===== src/sv/steered_response_power_spectrum_top_defines.svh =====
// ----------------------------------------------------------------------------
// Assertion macros for the steered response power block
// Shared property forms, clocked on clk_i and idle during reset.
// ----------------------------------------------------------------------------
`ifndef STEERED_RESPONSE_POWER_SPECTRUM_TOP_DEFINES_SVH
`define STEERED_RESPONSE_POWER_SPECTRUM_TOP_DEFINES_SVH

// Same-cycle implication
`define SRP_ASSERT_NOW(lbl, ante, cons, msg) \
  lbl: assert property (@(posedge clk_i) disable iff (!rst_ni) (ante) |-> (cons)) else $error(msg);

// Next-cycle implication
`define SRP_ASSERT_NEXT(lbl, ante, cons, msg) \
  lbl: assert property (@(posedge clk_i) disable iff (!rst_ni) (ante) |=> (cons)) else $error(msg);

`endif


===== src/sv/srp_pkg.sv =====
// ----------------------------------------------------------------------------
// srp_pkg
// Payload types, register indexes and fixed constants of the block.
// ----------------------------------------------------------------------------
package srp_pkg;

  localparam int MaxResults = 64;
  localparam int DivSteps   = 56;
  localparam int SqrtSteps  = 28;

  localparam logic [39:0] SpecMax = 40'hFF_FFFF_FFFF;

  // Configuration register indexes
  localparam logic [1:0] CFG_MODE  = 2'd0;
  localparam logic [1:0] CFG_CHANS = 2'd1;
  localparam logic [1:0] CFG_FIRST = 2'd2;
  localparam logic [1:0] CFG_COUNT = 2'd3;

  // Item function codes
  localparam logic FUNC_LOAD   = 1'b0;
  localparam logic FUNC_SAMPLE = 1'b1;

  typedef struct packed {
    logic               func;
    logic [5:0]         angle;
    logic [8:0]         bin;
    logic [2:0]         channel;
    logic signed [15:0] value_re;
    logic signed [15:0] value_im;
    logic [39:0]        energy;
  } srp_in_t;

  typedef struct packed {
    logic [5:0]  out_angle;
    logic [39:0] spectrum;
    logic        zero_energy;
    logic        last;
  } srp_out_t;

  // Request to the divide / square root unit
  typedef struct packed {
    logic        start;
    logic [55:0] num;
    logic [39:0] den;
  } srp_ds_req_t;

  typedef struct packed {
    logic busy;
    logic done;
  } srp_ds_stat_t;

  typedef enum logic [2:0] {
    S_IDLE,
    S_READ,
    S_MAC,
    S_PWR,
    S_FIN,
    S_NORM,
    S_OUT
  } srp_state_e;

  typedef enum logic [1:0] {
    DS_IDLE,
    DS_DIV,
    DS_SQRT,
    DS_DONE
  } srp_ds_state_e;

endpackage


===== src/sv/srp_divsqrt.sv =====
// ----------------------------------------------------------------------------
// srp_divsqrt
// Restoring divide then digit-by-digit square root on one shared subtractor.
// ----------------------------------------------------------------------------
module srp_divsqrt
  import srp_pkg::*;
(
  input  logic         clk_i,
  input  logic         rst_ni,
  input  srp_ds_req_t  req_i,
  output srp_ds_stat_t stat_o,
  output logic [27:0]  root_o
);

  srp_ds_state_e state_q, state_d;
  logic [5:0]  cnt_q;
  logic [40:0] rem_q;
  logic [55:0] work_q;
  logic [39:0] den_q;
  logic [27:0] root_q;

  logic [40:0] sub_a, sub_b;
  logic [41:0] diff;
  logic        ge;
  logic        cnt_end;

  // Shared compare and subtract
  always_comb begin
    if (state_q == DS_SQRT) begin
      sub_a = {rem_q[38:0], work_q[55:54]};
      sub_b = {11'd0, root_q, 2'b01};
    end else begin
      sub_a = {rem_q[39:0], work_q[55]};
      sub_b = {1'b0, den_q};
    end
    diff = {1'b0, sub_a} - {1'b0, sub_b};
    ge   = !diff[41];
  end

  assign cnt_end = (cnt_q == 6'd1);

  // Next state
  always_comb begin
    state_d = state_q;
    unique case (state_q)
      DS_IDLE: if (req_i.start) state_d = DS_DIV;
      DS_DIV:  if (cnt_end) state_d = DS_SQRT;
      DS_SQRT: if (cnt_end) state_d = DS_DONE;
      DS_DONE: state_d = DS_IDLE;
      default: state_d = DS_IDLE;
    endcase
  end

  // Status outputs
  always_comb begin
    stat_o.busy = (state_q != DS_IDLE);
    stat_o.done = (state_q == DS_DONE);
  end

  always_ff @(posedge clk_i or negedge rst_ni) begin
    if (!rst_ni) begin
      state_q <= DS_IDLE;
      cnt_q   <= '0;
    end else begin
      state_q <= state_d;
      if (state_q == DS_IDLE && req_i.start) begin
        cnt_q <= 6'(DivSteps);
      end else if (state_q == DS_DIV && cnt_end) begin
        cnt_q <= 6'(SqrtSteps);
      end else if (state_q == DS_DIV || state_q == DS_SQRT) begin
        cnt_q <= cnt_q - 6'd1;
      end
    end
  end

  // Advance the datapath one digit a cycle
  always_ff @(posedge clk_i) begin
    unique case (state_q)
      DS_IDLE: begin
        rem_q  <= '0;
        root_q <= '0;
        work_q <= req_i.num;
        den_q  <= req_i.den;
      end
      DS_DIV: begin
        rem_q  <= ge ? diff[40:0] : sub_a;
        work_q <= {work_q[54:0], ge};
        if (cnt_end) begin
          rem_q <= '0;
        end
      end
      DS_SQRT: begin
        rem_q  <= ge ? diff[40:0] : sub_a;
        root_q <= {root_q[26:0], ge};
        work_q <= {work_q[53:0], 2'b00};
      end
      default: begin
        rem_q <= rem_q;
      end
    endcase
  end

  assign root_o = root_q;

endmodule


===== config.mk =====
export PLATFORM = sky130hd
export DESIGN_NAME = srp_divsqrt
export DESIGN_NICKNAME = d
export VERILOG_FILES = /design/src/sv/steered_response_power_spectrum_top_defines.svh /design/src/sv/srp_pkg.sv /design/src/sv/srp_divsqrt.sv
export SDC_FILE = /design/constraint.sdc
export NUM_CORES = 1
export LEC_CHECK = 0
export ABC_AREA = 1
export BUFFER_PORTS_ARGS = -buffer_cell sky130_fd_sc_hd__clkbuf_2
export CORE_MARGIN = 1.5
export CORE_UTILIZATION = 60
export DETAILED_ROUTE_END_ITERATION = 10
export GPL_TIMING_DRIVEN = 0
export PLACE_DENSITY_LB_ADDON = 0.2
export REMOVE_ABC_BUFFERS = 1
export SLEW_MARGIN = 5
export SYNTH_ARGS = -nofsm -noshare
export SYNTH_HDL_FRONTEND = slang
export SYNTH_SLANG_ARGS = --single-unit

===== constraint.sdc =====
create_clock -name clk_i -period 8.25 [get_ports clk_i]
set_clock_uncertainty 0.15 [all_clocks]
set_input_delay 0 -clock clk_i [delete_from_list [all_inputs] [get_ports clk_i]]
set_output_delay 0 -clock clk_i [all_outputs]
set_load 0.02 [all_outputs]

## Yosys cells after proc, flatten, opt, wreduce, memory -nomap -nowiden

Index checks and enable logic that the tools add are counted.

| storage, ports and cells | value |
|---|---|
| register bits | 172 |
| input bits | 99 |
| logic and storage cells | 39 |

| operators by class | value |
|---|---|
| add/sub/neg operators | 2 |
| equal/unequal tests | 7 |
| mux-type cells | 14 |
| reduce and logical (&&, ||, !) cells | 10 |

Operator list:

| kind | number |
|---|---|
| one-hot mux 56 bit (3 select lines) | 1 |
| 2-to-1 mux 40 bit | 3 |
| one-hot mux 40 bit (3 select lines) | 1 |
| one-hot mux 28 bit (2 select lines) | 1 |
| subtractor 41 x 40 -> 42 bit | 1 |
| 2-to-1 mux 41 bit | 1 |
| 2-to-1 mux 6 bit | 3 |
| one-hot mux 2 bit (4 select lines) | 1 |
| equality test 6 x 1 -> 1 bit, second input constant | 1 |
| 2-to-1 mux 2 bit | 3 |
| inequality test 2 bit, second input constant | 3 |
| nonzero test 3 bit | 2 |
| subtractor 6 x 1 -> 6 bit, second input constant | 1 |
| equality test 2 bit, second input constant | 2 |
| nonzero test 2 bit | 2 |
| AND reduction 3 bit | 1 |
| equality test 2 x 1 -> 1 bit, second input constant | 1 |
| logical AND 1 bit | 2 |
| zero test 2 bit | 1 |
| zero test 1 bit | 1 |
| logical OR 1 bit | 1 |

## Depth between registers and ports, before layout

| depth | value |
|---|---|
| word-level depth | 6 |
| gate-level depth with buffers | 24 |
| depth with buffers taken out | 21 |

## Worst setup path after synthesis

Ideal clock, no wire load.

| timing | value |
|---|---|
| kind | flip-flop to flip-flop |
| from | register state_q[0] |
| to | register rem_q[36], data pin |
| setup time | 249 ps |
| arrival | 3370 ps |
| data required time | 7851 ps |
| slack | 4480 ps |
| stages on the path, launching flop included | 20 |
| buffers on the path | 4 |
| cell sequence | dfrtp_1 inv_1 ha_1 buf_4 buf_2 clkbuf_1 mux2i_1 inv_1 ha_1 a21oi_1 o21ai_0 a21oi_1 o21ai_0 a21oi_2 nand2_2 buf_4 o21ai_0 inv_1 nand2_1 inv_1 |

| between the ends | value |
|---|---|
| word-level cells in the longest chain between the ends | 6 |
| elaborated cells on any way between the ends | 9 |
| classes of those cells | 1 x add/sub; 2 x eq/ne; 5 x mux; 1 x reduce/logical |

RTL lines:

| what | RTL line | RTL |
|---|---|---|
| start, declared | srp_divsqrt.sv:15 | `srp_ds_state_e state_q, state_d;` |
| start signal, assigned | srp_divsqrt.sv:65 | `state_q <= state_d;` |
| equality test 2 bit | srp_divsqrt.sv:29, srp_divsqrt.sv:78 |  |
| 2-to-1 mux 41 bit or 2-to-1 mux 40 bit (tied branches) | srp_divsqrt.sv:29 | `if (state_q == DS_SQRT) begin` |
| subtractor 41 x 40 -> 42 bit | srp_divsqrt.sv:36 | `diff = {1'b0, sub_a} - {1'b0, sub_b};` |
| 2-to-1 mux 40 bit | srp_divsqrt.sv:86, srp_divsqrt.sv:93 |  |
| 2-to-1 mux 40 bit | srp_divsqrt.sv:88 | `if (cnt_end) begin` |
| one-hot mux 40 bit (3 select lines) * | srp_divsqrt.sv:78 | `unique case (state_q)` |
| end signal, assigned | srp_divsqrt.sv:86 | `rem_q <= ge ? diff[40:0] : sub_a;` |
| end signal, assigned | srp_divsqrt.sv:93 | `rem_q <= ge ? diff[40:0] : sub_a;` |
| end signal, assigned | srp_divsqrt.sv:98 | `rem_q <= rem_q;` |
| end, declared | srp_divsqrt.sv:17 | `logic [40:0] rem_q;` |

Mark *: on every way between the ends. The rest lies on a longest branch, timed or not.
A chain may end at the register's enable or synchronous reset.

## Worst setup path in the final report

| timing | value |
|---|---|
| from | register state_q[0] |
| to | register rem_q[23], data pin |

The elaborated chain is that of the path after synthesis.

==> results.py <==
metrics = {
    "global_route": {
        "grt_first_pass_wirelength_um": 48580,
        "grt_max_degree": 80,
        "antenna_found_initial": 0,
        "grt_util_all_layers_pct": 31.52,
        "grt_pass1_vias": 10120,
        "gr-total-overflow": 0,
    },
    "floorplan": {
        "pin_count": 129,
        "num_rows": 49,
        "die_w_um": 139.2,
        "core_sq_um": 18090,
        "dieHeight_um": 139.2,
        "die_area_sq_um": 19390,
        "initial_utilization_pct": 61.57,
    },
    "clocking": {
        "path_clk_slew_ps": 70,
        "clock_path_buffers": 2,
        "insertion_delay_ps": 450,
        "cts_sinks": 172,
        "cts_buffers": 17,
        "cts_setup_buffers": 0,
        "cts_resized": 0,
        "cts_tree": "built",
        "holdBufCountCts": 99,
        "cts.htree.levels": 4,
        "cts_root_buf": "clkbuf_16",
    },
    "timing": {
        "slew_headroom_pct": 36.57,
        "fin_tns_setup_ps": 0,
        "max_freq_mhz": 203.8,
        "slew_violations": 0,
        "period_needed_ps": 4907,
        "rsz0062_at_grt": "no",
        "tightest_slew_ps": 950.0,
        "setup_violations": 0,
        "hold_viol": 0,
        "whs_ps": 119.7,
        "fin_crit_sh_pct": 59.47,
    },
    "cells_and_area": {
        "drive_gt1_share_pct": 12.23,
        "register_area_sq_um": 5125,
        "multi_input_area_sq_um": 4898,
        "diodes": 0,
        "syn2layout_area_growth_pct": 22.58,
        "layout_common_cells": "nand2_1 (380), inv_1 (241), edfxtp_1 (164)",
        "nNetsFinal": 1714,
        "num-fill-cells": 1265,
        "finish.instance_area_sq_um": 13650,
        "final_common_cell": "nand2_1",
        "finalNonFillerCells": 1807,
    },
    "worst_setup_path": {
        "cp-end-kind": "register",
        "reg2reg_slack_ps": 3340,
        "reg2reg_from": "state_q[0]",
        "reg2reg_depth": 17,
        "critPathLaunchType": "register",
        "worstSetupPathType": "reg -> reg",
        "path_max_fanout": 79,
        "cp.required_ps": 8290,
        "r2r-end": "rem_q[23]",
        "arrival_ps": 4950,
    },
    "synthesis": {
        "avgSynthCellArea_sq_um": 8.200,
        "syn_inst": 1358,
        "ys_warn_count": 0,
        "synth_ff_type": "edfxtp_1",
        "ys_types": 40,
        "synth_edf_count": 164,
        "synth-seq-cells": 172,
        "syn_area_sq_um": 11140,
        "synth_seq_area_share_pct": 46.02,
        "async_flop_share_pct": 4.651,
    },
    "pwr": {
        "powerDensity_nw_per_um2": 137.2,
        "power.leakage_nw": 6.284,
        "p_total_mw": 1.873,
        "vdd_drop_max_v": 0.0001411,
    },
    "route": {
        "drt-vias-per-instance": 5.658,
        "postRouteAntennaNets": 0,
        "initialDrtViolationCount": 800,
        "post-route-drc-count": 3,
        "dr.pass1.iters": 8,
        "wl_per_cell_um": 16.64,
        "via_count": 10220,
        "wirelength_um": 30060,
    },
    "hold_path": {
        "whs_endpoint": "den_q[12]",
        "min_path_cells": 2,
        "hold_class": "in -> reg",
        "hp-start": "req_i[12]",
    },
    "run_status": {
        "violations": "DRC",
        "status": "finished with violations",
    },
    "place": {
        "finalWeightedCongestion": 0.9886,
        "placed_area_sq_um": 12040,
        "io_buffers": 128,
        "hpwl_um": 19340,
        "place_inst": 1676,
    },
    "job": {
        "maxCapViolations": 0,
    },
}
==> routing by layer <==
| layer | up-vias | share of wire, % | GRT usage (%) | wire, um |
|---|---|---|---|---|
| li1 | 4971 | - | - | - |
| met1 | 4733 | 41 | 39.76 | 12440 |
| met2 | 443 | 49 | 54.15 | 14810 |
| met3 | 77 | 6.6 | 5.850 | 1976 |
| met4 | 0 | 2.8 | 11.81 | 838 |
| met5 | - | 0 | 0 | 0 |
==> stage by stage <==
step / worst slack [ps] / util [%]
floorplan: 2788 / -
global placement: 77.61 / 65.42
detailed placement: 3411 / 66.55
CTS: 3410 / 75.46
global route: 2896 / 75.48
finish: 3343 / 75.48
==> cells in the mapped netlist (5+ instances only) <==
library cell,count,share of area (%)
buf_4,6,0.40
dfrtp_1,8,1.8
o21ai_0,74,3.3
xor2_1,7,0.55
a21o_1,5,0.34
a21oi_1,67,3.0
o221ai_1,54,4.2
o21ai_1,9,0.40
mux2i_1,34,3.1
nand4_1,14,0.79
edfxtp_1,164,44
o211ai_1,10,0.67
clkbuf_1,29,0.98
nand2_1,383,13
nand2_2,5,0.28
xnor2_1,10,0.79
ha_1,49,5.5
nor2_1,77,2.6
a31oi_1,5,0.28
nand3_1,63,2.8
inv_1,242,8.2
nor3_1,5,0.22
==> worst max-delay path, cell delays in order (launching register included) <==
cell and delay, ps:
dfrtp_1 430, inv_1 220, ha_4 350, buf_16 290
inv_2 290, or2_2 350, o21ai_0 70, inv_1 80
ha_1 370, nand2_1 130, o21ai_0 310, a21oi_1 130
o21ai_0 210, a21oi_2 100, nand2_4 570, nand3_1 260
o211ai_1 190, inv_1 80
==> sequential cells by signal (all words and copies together), names as in the netlist <==
name and cells:
work_q 56, cnt_q 6, rem_q 40, state_q 2, root_o 28, den_q 40
==> worst max-delay path by stage <==
stage,startpoint,to,cells past startpoint
2_1_floorplan,state_q[0],rem_q[29],17
3_3_place_gp,state_q[0],rem_q[11],6
3_5_place_dp,state_q[0],rem_q[23],17
4_1_cts,state_q[0],rem_q[23],17
5_1_grt,state_q[0],rem_q[21],17
6_report,state_q[0],rem_q[23],17
==> power breakdown <==
part	internal (mW)	total (mW)	switching, mW
logic	0.0466	0.0639	0.0173
registers	0.944	0.944	0
clock network	0.465	0.865	0.400
==> area by class of cell <==
class / count / share of cell area (%)
Inverter: 246 / 6.783
Multi-Input combinational cell: 894 / 35.88
Clock buffer: 17 / 3.116
Timing Repair Buffer: 234 / 13.14
Sequential cell: 172 / 37.54
Clock inverter: 15 / 1.430
Tap cell: 229 / 2.099
==> cell families (layout without fill, tap and decap cells) <==
logic type,Yosys count,after routing,share of synthesized area [%]
buffers and inverters,292,512,10.36
adder cells (fa/ha/maj),50,50,5.685
multiplexers,34,34,3.056
flip-flops,172,172,46.02
AND/OR/NAND/NOR,559,559,20.55
AO/OA/AOI/OAI,234,234,12.99
XOR/XNOR,17,17,1.337
Note: power is estimated with default switching activity, not from simulation.
